==> src/rtl/tmsf_pkg.sv <==
package tmsf_pkg;

  // field widths
  localparam int SAMPLE_W = 12;
  localparam int CFG_W    = 7;

  // default store size and reset count
  localparam int        MAX_SAMPLES_DEF = 64;
  localparam logic [6:0] COUNT_RESET    = 7'd21;

  // floor(n/5) as (n * 205) >> 10, exact for n below 1024
  localparam int TRIM_MUL   = 205;
  localparam int TRIM_SHIFT = 10;

  // operations of the shared add/subtract unit
  typedef enum logic [0:0] {
    ALU_ADD = 1'b0,
    ALU_SUB = 1'b1
  } alu_op_t;

endpackage

==> src/rtl/tmsf_ram.sv <==
module tmsf_ram #(
  parameter int WIDTH = 12,
  parameter int DEPTH = 64
) (
  input  logic                     clk,
  input  logic                     we,
  input  logic [$clog2(DEPTH)-1:0] waddr,
  input  logic [WIDTH-1:0]         wdata,
  input  logic [$clog2(DEPTH)-1:0] raddr,
  output logic [WIDTH-1:0]         rdata
);

  logic [WIDTH-1:0] mem [DEPTH];

  // one write port, registered read port
  always_ff @(posedge clk) begin
    if (we) begin
      mem[waddr] <= wdata;
    end
    rdata <= mem[raddr];
  end

endmodule

==> src/rtl/tmsf_alu.sv <==
module tmsf_alu #(
  parameter int W = 19
) (
  input  tmsf_pkg::alu_op_t op,
  input  logic [W-1:0]      a,
  input  logic [W-1:0]      b,
  output logic [W-1:0]      y,
  output logic              borrow
);

  logic [W:0] full;

  // add or subtract, carry or borrow out on the top bit
  always_comb begin
    case (op)
      tmsf_pkg::ALU_SUB: full = {1'b0, a} - {1'b0, b};
      tmsf_pkg::ALU_ADD: full = {1'b0, a} + {1'b0, b};
      default:           full = {1'b0, a} + {1'b0, b};
    endcase
  end

  assign y      = full[W-1:0];
  assign borrow = full[W];

endmodule

==> src/rtl/trimmed_mean_sample_filter_core.sv <==
// channel | direction | handshake            | payload
// --------+-----------+----------------------+-----------------------------
// in      | input     | in_valid / in_ready  | sample [11:0]
// out     | output    | out_valid / out_ready| filtered_value [11:0]
// cfg     | input     | cfg_valid / cfg_ready| sample_count [6:0]
//
// one sample beat is inserted in order: each stored entry greater than it is
// read and moved up one slot through the single store port, then the beat is
// written in its place (at once when it lands in slot 0) and the fill is
// checked. a beat that completes a batch then sums the m kept samples, one
// store read each, runs the bit-per-cycle division over the SUM_W-bit sum
// and finally loads the output register.
// rst clears the sequencer, batch fill and output valid and sets the count
// register to COUNT_RESET; the sample store needs no clearing pass. a finished
// result blocks the next sample beat until the output register takes it, so a
// stalled previous result stalls the input too.

module trimmed_mean_sample_filter_core #(
  parameter int MAX_SAMPLES = tmsf_pkg::MAX_SAMPLES_DEF
) (
  input  logic                            clk,
  input  logic                            rst,
  input  logic                            in_valid,
  output logic                            in_ready,
  input  logic [tmsf_pkg::SAMPLE_W-1:0]   sample,
  output logic                            out_valid,
  input  logic                            out_ready,
  output logic [tmsf_pkg::SAMPLE_W-1:0]   filtered_value,
  input  logic                            cfg_valid,
  output logic                            cfg_ready,
  input  logic [tmsf_pkg::CFG_W-1:0]      sample_count
);

  localparam int ADDR_W = $clog2(MAX_SAMPLES);
  localparam int CNT_W  = $clog2(MAX_SAMPLES + 1);
  localparam int SUM_W  = tmsf_pkg::SAMPLE_W + CNT_W;
  localparam int STEP_W = $clog2(SUM_W + 1);
  localparam int CW     = (CNT_W > tmsf_pkg::CFG_W) ? CNT_W : tmsf_pkg::CFG_W;
  localparam int PROD_W = CNT_W + tmsf_pkg::TRIM_SHIFT;

  typedef enum logic [6:0] {
    ST_IDLE    = 7'b0000001,
    ST_INS_RD  = 7'b0000010,
    ST_INS_CMP = 7'b0000100,
    ST_CHECK   = 7'b0001000,
    ST_SUM_RD  = 7'b0010000,
    ST_SUM_ADD = 7'b0100000,
    ST_DIV     = 7'b1000000
  } state_t;

  // result waiting for the output register is held in the quotient
  logic done_pending;

  state_t                        state;
  logic [CNT_W-1:0]              fill;
  logic [CNT_W-1:0]              pos;
  logic [tmsf_pkg::SAMPLE_W-1:0] held;
  logic [CNT_W-1:0]              idx;
  logic [CNT_W-1:0]              hi;
  logic [CNT_W-1:0]              m;
  logic [SUM_W-1:0]              acc;
  logic [SUM_W-1:0]              q;
  logic [CNT_W-1:0]              rem;
  logic [STEP_W-1:0]             step;
  logic [tmsf_pkg::CFG_W-1:0]    count_cfg;

  // store port signals
  logic                          ram_we;
  logic [ADDR_W-1:0]             ram_waddr;
  logic [tmsf_pkg::SAMPLE_W-1:0] ram_wdata;
  logic [ADDR_W-1:0]             ram_raddr;
  logic [tmsf_pkg::SAMPLE_W-1:0] ram_rdata;

  // shared unit signals
  tmsf_pkg::alu_op_t             alu_op;
  logic [SUM_W-1:0]              alu_a;
  logic [SUM_W-1:0]              alu_b;
  logic [SUM_W-1:0]              alu_y;
  logic                          alu_borrow;

  logic [CW-1:0]                 cfg_ext;
  logic [CW-1:0]                 eff_count;
  logic [PROD_W-1:0]             trim_prod;
  logic [PROD_W-1:0]             trim_wide;
  logic [CNT_W-1:0]              trim;
  logic [CNT_W:0]                div_trial;
  logic                          out_load;

  assign in_ready  = (state == ST_IDLE) && !done_pending;
  assign cfg_ready = 1'b1;
  assign out_load  = done_pending && (!out_valid || out_ready);

  // effective batch size: zero taken as one, clamped to the store size
  always_comb begin
    cfg_ext = CW'(count_cfg);
    if (count_cfg == '0) begin
      eff_count = CW'(1);
    end else if (cfg_ext > CW'(MAX_SAMPLES)) begin
      eff_count = CW'(MAX_SAMPLES);
    end else begin
      eff_count = cfg_ext;
    end
  end

  // samples trimmed from each end: floor(fill / 5)
  assign trim_prod = PROD_W'(fill) * PROD_W'(tmsf_pkg::TRIM_MUL);
  assign trim_wide = trim_prod >> tmsf_pkg::TRIM_SHIFT;
  assign trim      = trim_wide[CNT_W-1:0];

  // partial remainder with next dividend bit shifted in
  assign div_trial = {rem, q[SUM_W-1]};

  // operand selection for the shared unit
  always_comb begin
    case (state)
      ST_INS_CMP: begin
        alu_op = tmsf_pkg::ALU_SUB;
        alu_a  = SUM_W'(held);
        alu_b  = SUM_W'(ram_rdata);
      end
      ST_SUM_ADD: begin
        alu_op = tmsf_pkg::ALU_ADD;
        alu_a  = acc;
        alu_b  = SUM_W'(ram_rdata);
      end
      ST_DIV: begin
        alu_op = tmsf_pkg::ALU_SUB;
        alu_a  = SUM_W'(div_trial);
        alu_b  = SUM_W'(m);
      end
      default: begin
        alu_op = tmsf_pkg::ALU_ADD;
        alu_a  = '0;
        alu_b  = '0;
      end
    endcase
  end

  tmsf_alu #(
    .W (SUM_W)
  ) u_alu (
    .op     (alu_op),
    .a      (alu_a),
    .b      (alu_b),
    .y      (alu_y),
    .borrow (alu_borrow)
  );

  // store port control
  always_comb begin
    ram_we    = 1'b0;
    ram_waddr = pos[ADDR_W-1:0];
    ram_wdata = held;
    ram_raddr = idx[ADDR_W-1:0];
    case (state)
      ST_INS_RD: begin
        ram_raddr = ADDR_W'(pos - CNT_W'(1));
        if (pos == '0) begin
          ram_we = 1'b1;
        end
      end
      ST_INS_CMP: begin
        ram_we = 1'b1;
        if (alu_borrow) begin
          ram_wdata = ram_rdata;
        end
      end
      default: begin
        ram_we = 1'b0;
      end
    endcase
  end

  tmsf_ram #(
    .WIDTH (tmsf_pkg::SAMPLE_W),
    .DEPTH (MAX_SAMPLES)
  ) u_store (
    .clk   (clk),
    .we    (ram_we),
    .waddr (ram_waddr),
    .wdata (ram_wdata),
    .raddr (ram_raddr),
    .rdata (ram_rdata)
  );

  // configuration register
  always_ff @(posedge clk) begin
    if (rst) begin
      count_cfg <= tmsf_pkg::COUNT_RESET;
    end else if (cfg_valid && cfg_ready) begin
      count_cfg <= sample_count;
    end
  end

  // sequencer
  always_ff @(posedge clk) begin
    if (rst) begin
      state        <= ST_IDLE;
      fill         <= '0;
      done_pending <= 1'b0;
    end else begin
      if (out_load) begin
        done_pending <= 1'b0;
      end
      case (state)
        ST_IDLE: begin
          if (in_valid && !done_pending) begin
            held  <= sample;
            pos   <= fill;
            state <= ST_INS_RD;
          end
        end
        ST_INS_RD: begin
          if (pos == '0) begin
            fill  <= fill + CNT_W'(1);
            state <= ST_CHECK;
          end else begin
            state <= ST_INS_CMP;
          end
        end
        ST_INS_CMP: begin
          if (alu_borrow) begin
            pos   <= pos - CNT_W'(1);
            state <= ST_INS_RD;
          end else begin
            fill  <= fill + CNT_W'(1);
            state <= ST_CHECK;
          end
        end
        ST_CHECK: begin
          if (CW'(fill) >= eff_count) begin
            idx   <= trim;
            hi    <= fill - trim;
            m     <= fill - trim - trim;
            acc   <= '0;
            fill  <= '0;
            state <= ST_SUM_RD;
          end else begin
            state <= ST_IDLE;
          end
        end
        ST_SUM_RD: begin
          state <= ST_SUM_ADD;
        end
        ST_SUM_ADD: begin
          acc <= alu_y;
          idx <= idx + CNT_W'(1);
          if (idx + CNT_W'(1) == hi) begin
            q     <= alu_y;
            rem   <= '0;
            step  <= STEP_W'(SUM_W);
            state <= ST_DIV;
          end else begin
            state <= ST_SUM_RD;
          end
        end
        ST_DIV: begin
          rem  <= alu_borrow ? div_trial[CNT_W-1:0] : alu_y[CNT_W-1:0];
          q    <= {q[SUM_W-2:0], ~alu_borrow};
          step <= step - STEP_W'(1);
          if (step == STEP_W'(1)) begin
            done_pending <= 1'b1;
            state        <= ST_IDLE;
          end
        end
        default: begin
          state <= ST_IDLE;
        end
      endcase
    end
  end

  // output register
  always_ff @(posedge clk) begin
    if (rst) begin
      out_valid <= 1'b0;
    end else if (out_load) begin
      out_valid <= 1'b1;
    end else if (out_ready) begin
      out_valid <= 1'b0;
    end
  end

  always_ff @(posedge clk) begin
    if (out_load) begin
      filtered_value <= q[tmsf_pkg::SAMPLE_W-1:0];
    end
  end

  // batch fill never passes the store size
  assert property (@(posedge clk) disable iff (rst)
    CW'(fill) <= CW'(MAX_SAMPLES))
    else $error("batch fill beyond store size");

  // remainder stays below the divisor while dividing
  assert property (@(posedge clk) disable iff (rst)
    (state == ST_DIV) |-> (rem < m))
    else $error("division remainder not below divisor");

  // summing walks only the kept part of the batch
  assert property (@(posedge clk) disable iff (rst)
    (state == ST_SUM_RD) |-> (idx < hi))
    else $error("sum index past kept range");

  // an accepted sample always starts an insertion
  assert property (@(posedge clk) disable iff (rst)
    (in_valid && in_ready) |=> (state == ST_INS_RD))
    else $error("accepted beat did not start insertion");

  // a new result appears only after a finished division
  assert property (@(posedge clk) disable iff (rst)
    $rose(out_valid) |-> $past(done_pending))
    else $error("result shown without finished division");

endmodule
==> config.mk <==
export PLATFORM = sky130hd
export DESIGN_NAME = trimmed_mean_sample_filter_core
export DESIGN_NICKNAME = d
export VERILOG_FILES = /design/src/rtl/tmsf_pkg.sv /design/src/rtl/tmsf_ram.sv /design/src/rtl/tmsf_alu.sv /design/src/rtl/trimmed_mean_sample_filter_core.sv
export SDC_FILE = /design/constraint.sdc
export NUM_CORES = 1
export LEC_CHECK = 0
export BUFFER_PORTS_ARGS = -buffer_cell sky130_fd_sc_hd__buf_2
export CORE_MARGIN = 1
export CORE_UTILIZATION = 63
export CTS_CLUSTER_DIAMETER = 120
export DETAILED_ROUTE_END_ITERATION = 6
export MAX_ROUTING_LAYER = met4
export PLACE_DENSITY = 0.84
export SLEW_MARGIN = 20
export SYNTH_ARGS = -nofsm -noshare
export SYNTH_HDL_FRONTEND = slang
export SYNTH_SLANG_ARGS = --single-unit
==> constraint.sdc <==
create_clock -name clk -period 6.2 [get_ports clk]
set_input_delay 0.31 -clock clk [delete_from_list [all_inputs] [get_ports clk]]
set_output_delay 0.31 -clock clk [all_outputs]
set_load 0.005 [all_outputs]
==> metrics.csv <==
stage,metric,value,unit
sta,post-layout min period,5.88,ns
sta,Final Cycle Share,94.9,%
synth,#FFs+latches synth,905,
detailed_routing,wire length per cell,24.7,µm
global_route,Most Crowded Layer GR,met2,
global_route,GRT met1 Usage,38.5,%
clock_tree,H-tree depth,3,
global_route,grt met2 use,45.4,%
finish,fillers,3833,
power,P_leak,0.0170,µW
synth,Post-Synthesis Cells,2544,
synth,YS warnings,0,
finish,final layout net count,2758,
sta,fmax,170,MHz
floorplanning,full die area,0.0646,mm²
floorplanning,I/O Pins,39,
clock_tree,CTS Root Cell,clkbuf_16,
global_route,pin count of the biggest net entering global routing,145,
sta,"Slew Viols, Final",0,
sta,final hold vios,0,
hold_path,Worst Hold Class,in -> reg,
sta,Rel. slew slack,23.2,%
floorplanning,# rows,92,
placed_design,placed instance area,0.0415,mm²
detailed_routing,First DRT Iteration DRCs,2195,
setup_path,CP peak stage delay,0.64,ns
power,Pwr Density,300,mW/mm²
sta,skew final,0.0205,ns
synth,Post-Syn Area,0.0401,mm²
placed_design,hpwl dp,52800,µm
run,Max-Cap Viols,0,
setup_path,critical setup path kind,reg -> reg,
finish,# diodes,0,
global_route,number of global-route vias before repair,22500,
sta,final setup vio count,0,
synth,sequential area share after synthesis,66.9,%
setup_path,critical path data arrival time,6.27,ns
hold_path,Worst Hold Path EP,cfg_ext[6]$_SDFFE_PP0P_,
finish,Non-Filler Instances,3567,
setup_path,"Buf+Inv Stages, Crit Path",2,
sta,RSZ-0062 raised after global routing,false,
setup_path,worst reg2reg setup slack,0.32,ns
detailed_routing,DRC Markers,0,
setup_path,crit end category,flop,
placed_design,placed insts,3387,
status,status,finished clean,
detailed_routing,antenna-violating nets left,0,
sta,worst slew pin tran,1.15,ns
clock_tree,CTS buffer count,89,
clock_tree,"Clk Latency, worst-skew pair",0.67,ns
setup_path,CP max stage cell,mux2_2,
clock_tree,clock sink total,905,
global_route,first-pass GRT wire length,133000,µm
synth,synth unique cells,82,
setup_path,CP startpoint kind,flop,
synth,number of flops mapped to enable cells by yosys,870,
clock_tree,Post CTS Setup Buffer Count,0,
placed_design,Routability Congestion,0.890,
power,peak supply drop,250,µV
finish,fin area,0.0446,mm²
floorplanning,core area,0.0630,mm²
setup_path,R2R depth,18,
finish,P&R area growth vs syn,11.3,%
floorplanning,die width,254,µm
clock_tree,CTS max path bufs,3,
global_route,met3 Track Usage GR,3.85,%
sta,setup TNS,0,ns
setup_path,R2R Path Start,state[0]$_SDFFE_PP1P_,
global_route,GR Overflow Total,0,
detailed_routing,vias per inst,6.24,
synth,syn nets,2649,
setup_path,"Data required, critical path",6.58,ns
synth,Main synth FF type,edfxtp_1,
setup_path,Top delay family on crit path,compound AO/OA/AOI/OAI gates,
detailed_routing,detailed-route wire length,88300,µm
global_route,Tot GR Track Use,28.5,%
clock_tree,CTS tree,yes,
global_route,initial antenna violation count,0,
detailed_routing,DRT Pass-1 Iters,6,
setup_path,CP max FO,33,
synth,Synth Area per Inst,15.8,µm²
floorplanning,Initial Utilization,63.6,%
floorplanning,chip height,254,µm
clock_tree,clock slew at reported path FFs,0.06,ns
hold_path,HP Start,rst,
hold_path,Worst Hold Depth,2,
detailed_routing,total number of vias,22300,
setup_path,RR Endpoint,u_store.mem[0][0]$_DFFE_PP_,
setup_path,crit path cell chain,"nor3_1, nand2_1, nor2_1, a22oi_1, ha_1, a2111oi_0, a221oi_1, ha_1, o21ai_0, a21boi_0, o21ai_1, a211oi_1, o311ai_1, nand2_1, or2_1, buf_4, mux2_2, buf_12",
synth,Post-synth ARST share,0,%
placed_design,port bufs,37,
finish,share of layout cells above drive strength 1,12.0,%
[cell type report]
class	instances	area, µm²	share of cell area [%]
clock buffers	101	2270	5.09
clock inverters	58	569	1.28
inverters	45	169	0.379
multi-input cells	1474	12600	28.3
flip-flops and latches	905	26800	60.1
well taps	846	1060	2.37
repair buffers	138	1100	2.46
[how the worst max path moves through the flow]
stage / cells after the start / slack [ns] / end / from
after floorplan: 23 / 0.45 / m[5]$_DFFE_PP_ / fill[4]$_SDFFE_PP0P_
after global placement: 23 / 0.46 / m[5]$_DFFE_PP_ / fill[4]$_SDFFE_PP0P_
after detailed placement: 23 / 0.30 / m[5]$_DFFE_PP_ / fill[4]$_SDFFE_PP0P_
after CTS: 23 / 0.29 / m[5]$_DFFE_PP_ / fill[4]$_SDFFE_PP0P_
after global routing: 18 / 0.01 / u_store.mem[45][7]$_DFFE_PP_ / state[0]$_SDFFE_PP1P_
final: 18 / 0.32 / u_store.mem[0][0]$_DFFE_PP_ / state[0]$_SDFFE_PP1P_
[worst reg2reg max path: cells and delay by family, from the launching register on]
| family | cells | cell delay, ns |
|---|---|---|
| AOI/OAI and AO/OA | 8 | 1.85 |
| and+or+nand+nor | 5 | 1.49 |
| muxes | 1 | 0.65 |
| buffers and inverters | 2 | 0.64 |
| adders and majority gates | 2 | 0.63 |
| DFF | 1 | 0.33 |
[synth_stat cells, drive strengths merged (7+ instances only)]
cell type	number	area share, %
edfxtp	870	65
mux2i	771	19
nor2	145	1.4
nand2	103	0.96
buf	88	1.3
ha	72	2.2
o21ai	56	0.70
a21oi	53	0.71
inv	45	0.42
dfxtp	35	1.7
xnor2	33	0.81
clkbuf	32	0.31
xor2	28	0.70
nor3	19	0.26
nand3	18	0.22
nand2b	15	0.23
mux2	13	0.37
a22oi	12	0.22
a211oi	10	0.25
a21o	10	0.19
and2	9	0.14
fa	9	0.45
or3	8	0.13
nor2b	7	0.11
[where the power goes]
part | internal [µW] | switching, µW | leakage (µW) | total (µW)
combinational | 461 | 769 | 0.00745 | 1230
clock | 2990 | 2300 | 0.00139 | 5290
sequential | 6780 | 65.7 | 0.00813 | 6840
total | 10200 | 3140 | 0.0170 | 13400
[routing by layer]
layer / share of wire (%) / up-vias / wire [µm]
li1: - / 9917 / -
met1: 41 / 11200 / 36100
met2: 49 / 942 / 43200
met3: 7.6 / 147 / 6690
met4: 2.5 / 0 / 2210
met5: 0 / - / 0
[cells by family after synthesis]
group,after synthesis,synth area share (%)
flip-flops,905,66.9
multiplexers,784,19.6
AND/OR/NAND/NOR,350,3.91
AO/OA/AOI/OAI,195,3.24
buffers and inverters,165,2.00
adder cells (fa/ha/maj),83,2.75
XOR/XNOR,61,1.50
other,1,0.00936
[registers in the layout, indices dropped and copies added (netlist names), 5 cells and up]
name	count
acc	19
cfg_ext	7
fill	7
filtered_value	12
held	12
hi	7
idx	7
m	7
pos	7
q	19
rem	7
state	7
step	5
u_store.mem	768
u_store.rdata	12
[cell usage in the layout (no fill, tap or decap), drive strengths merged, types with 21 or more instances in the layout]
| cell | Yosys | routed |
|---|---|---|
| dlygate4sd3 | 0 | 21 |
| edfxtp | 870 | 870 |
| xnor2 | 33 | 33 |
| nand2 | 103 | 103 |
| mux2i | 771 | 771 |
| xor2 | 28 | 28 |
| o21ai | 56 | 56 |
| clkbuf | 32 | 101 |
| nor2 | 145 | 145 |
| ha | 72 | 72 |
| clkinv | 0 | 41 |
| inv | 45 | 52 |
| buf | 88 | 117 |
| dfxtp | 35 | 35 |
| a21oi | 53 | 53 |
[per-stage QoR]
step                      power [µW]  setup WS, ns  utilization, %  hold WS, ns
after CTS                      13400         0.294            70.8       0.0183
after floorplan                 7790         0.447               -        0.409
after global placement          8120         0.461            65.8        0.436
after detailed placement        8160         0.297            65.9        0.438
after global routing           13700        0.0110            70.8       0.0563
final                          13400         0.315            70.8       0.0435
[repair_timing]
action	4_1_cts	5_1_grt
endpoints found under the hold margin	21	0
hold buffers	21	0
setup endpoints to repair	0	1
resized for setup	0	1
Note: power is estimated with default switching activity, not from simulation.
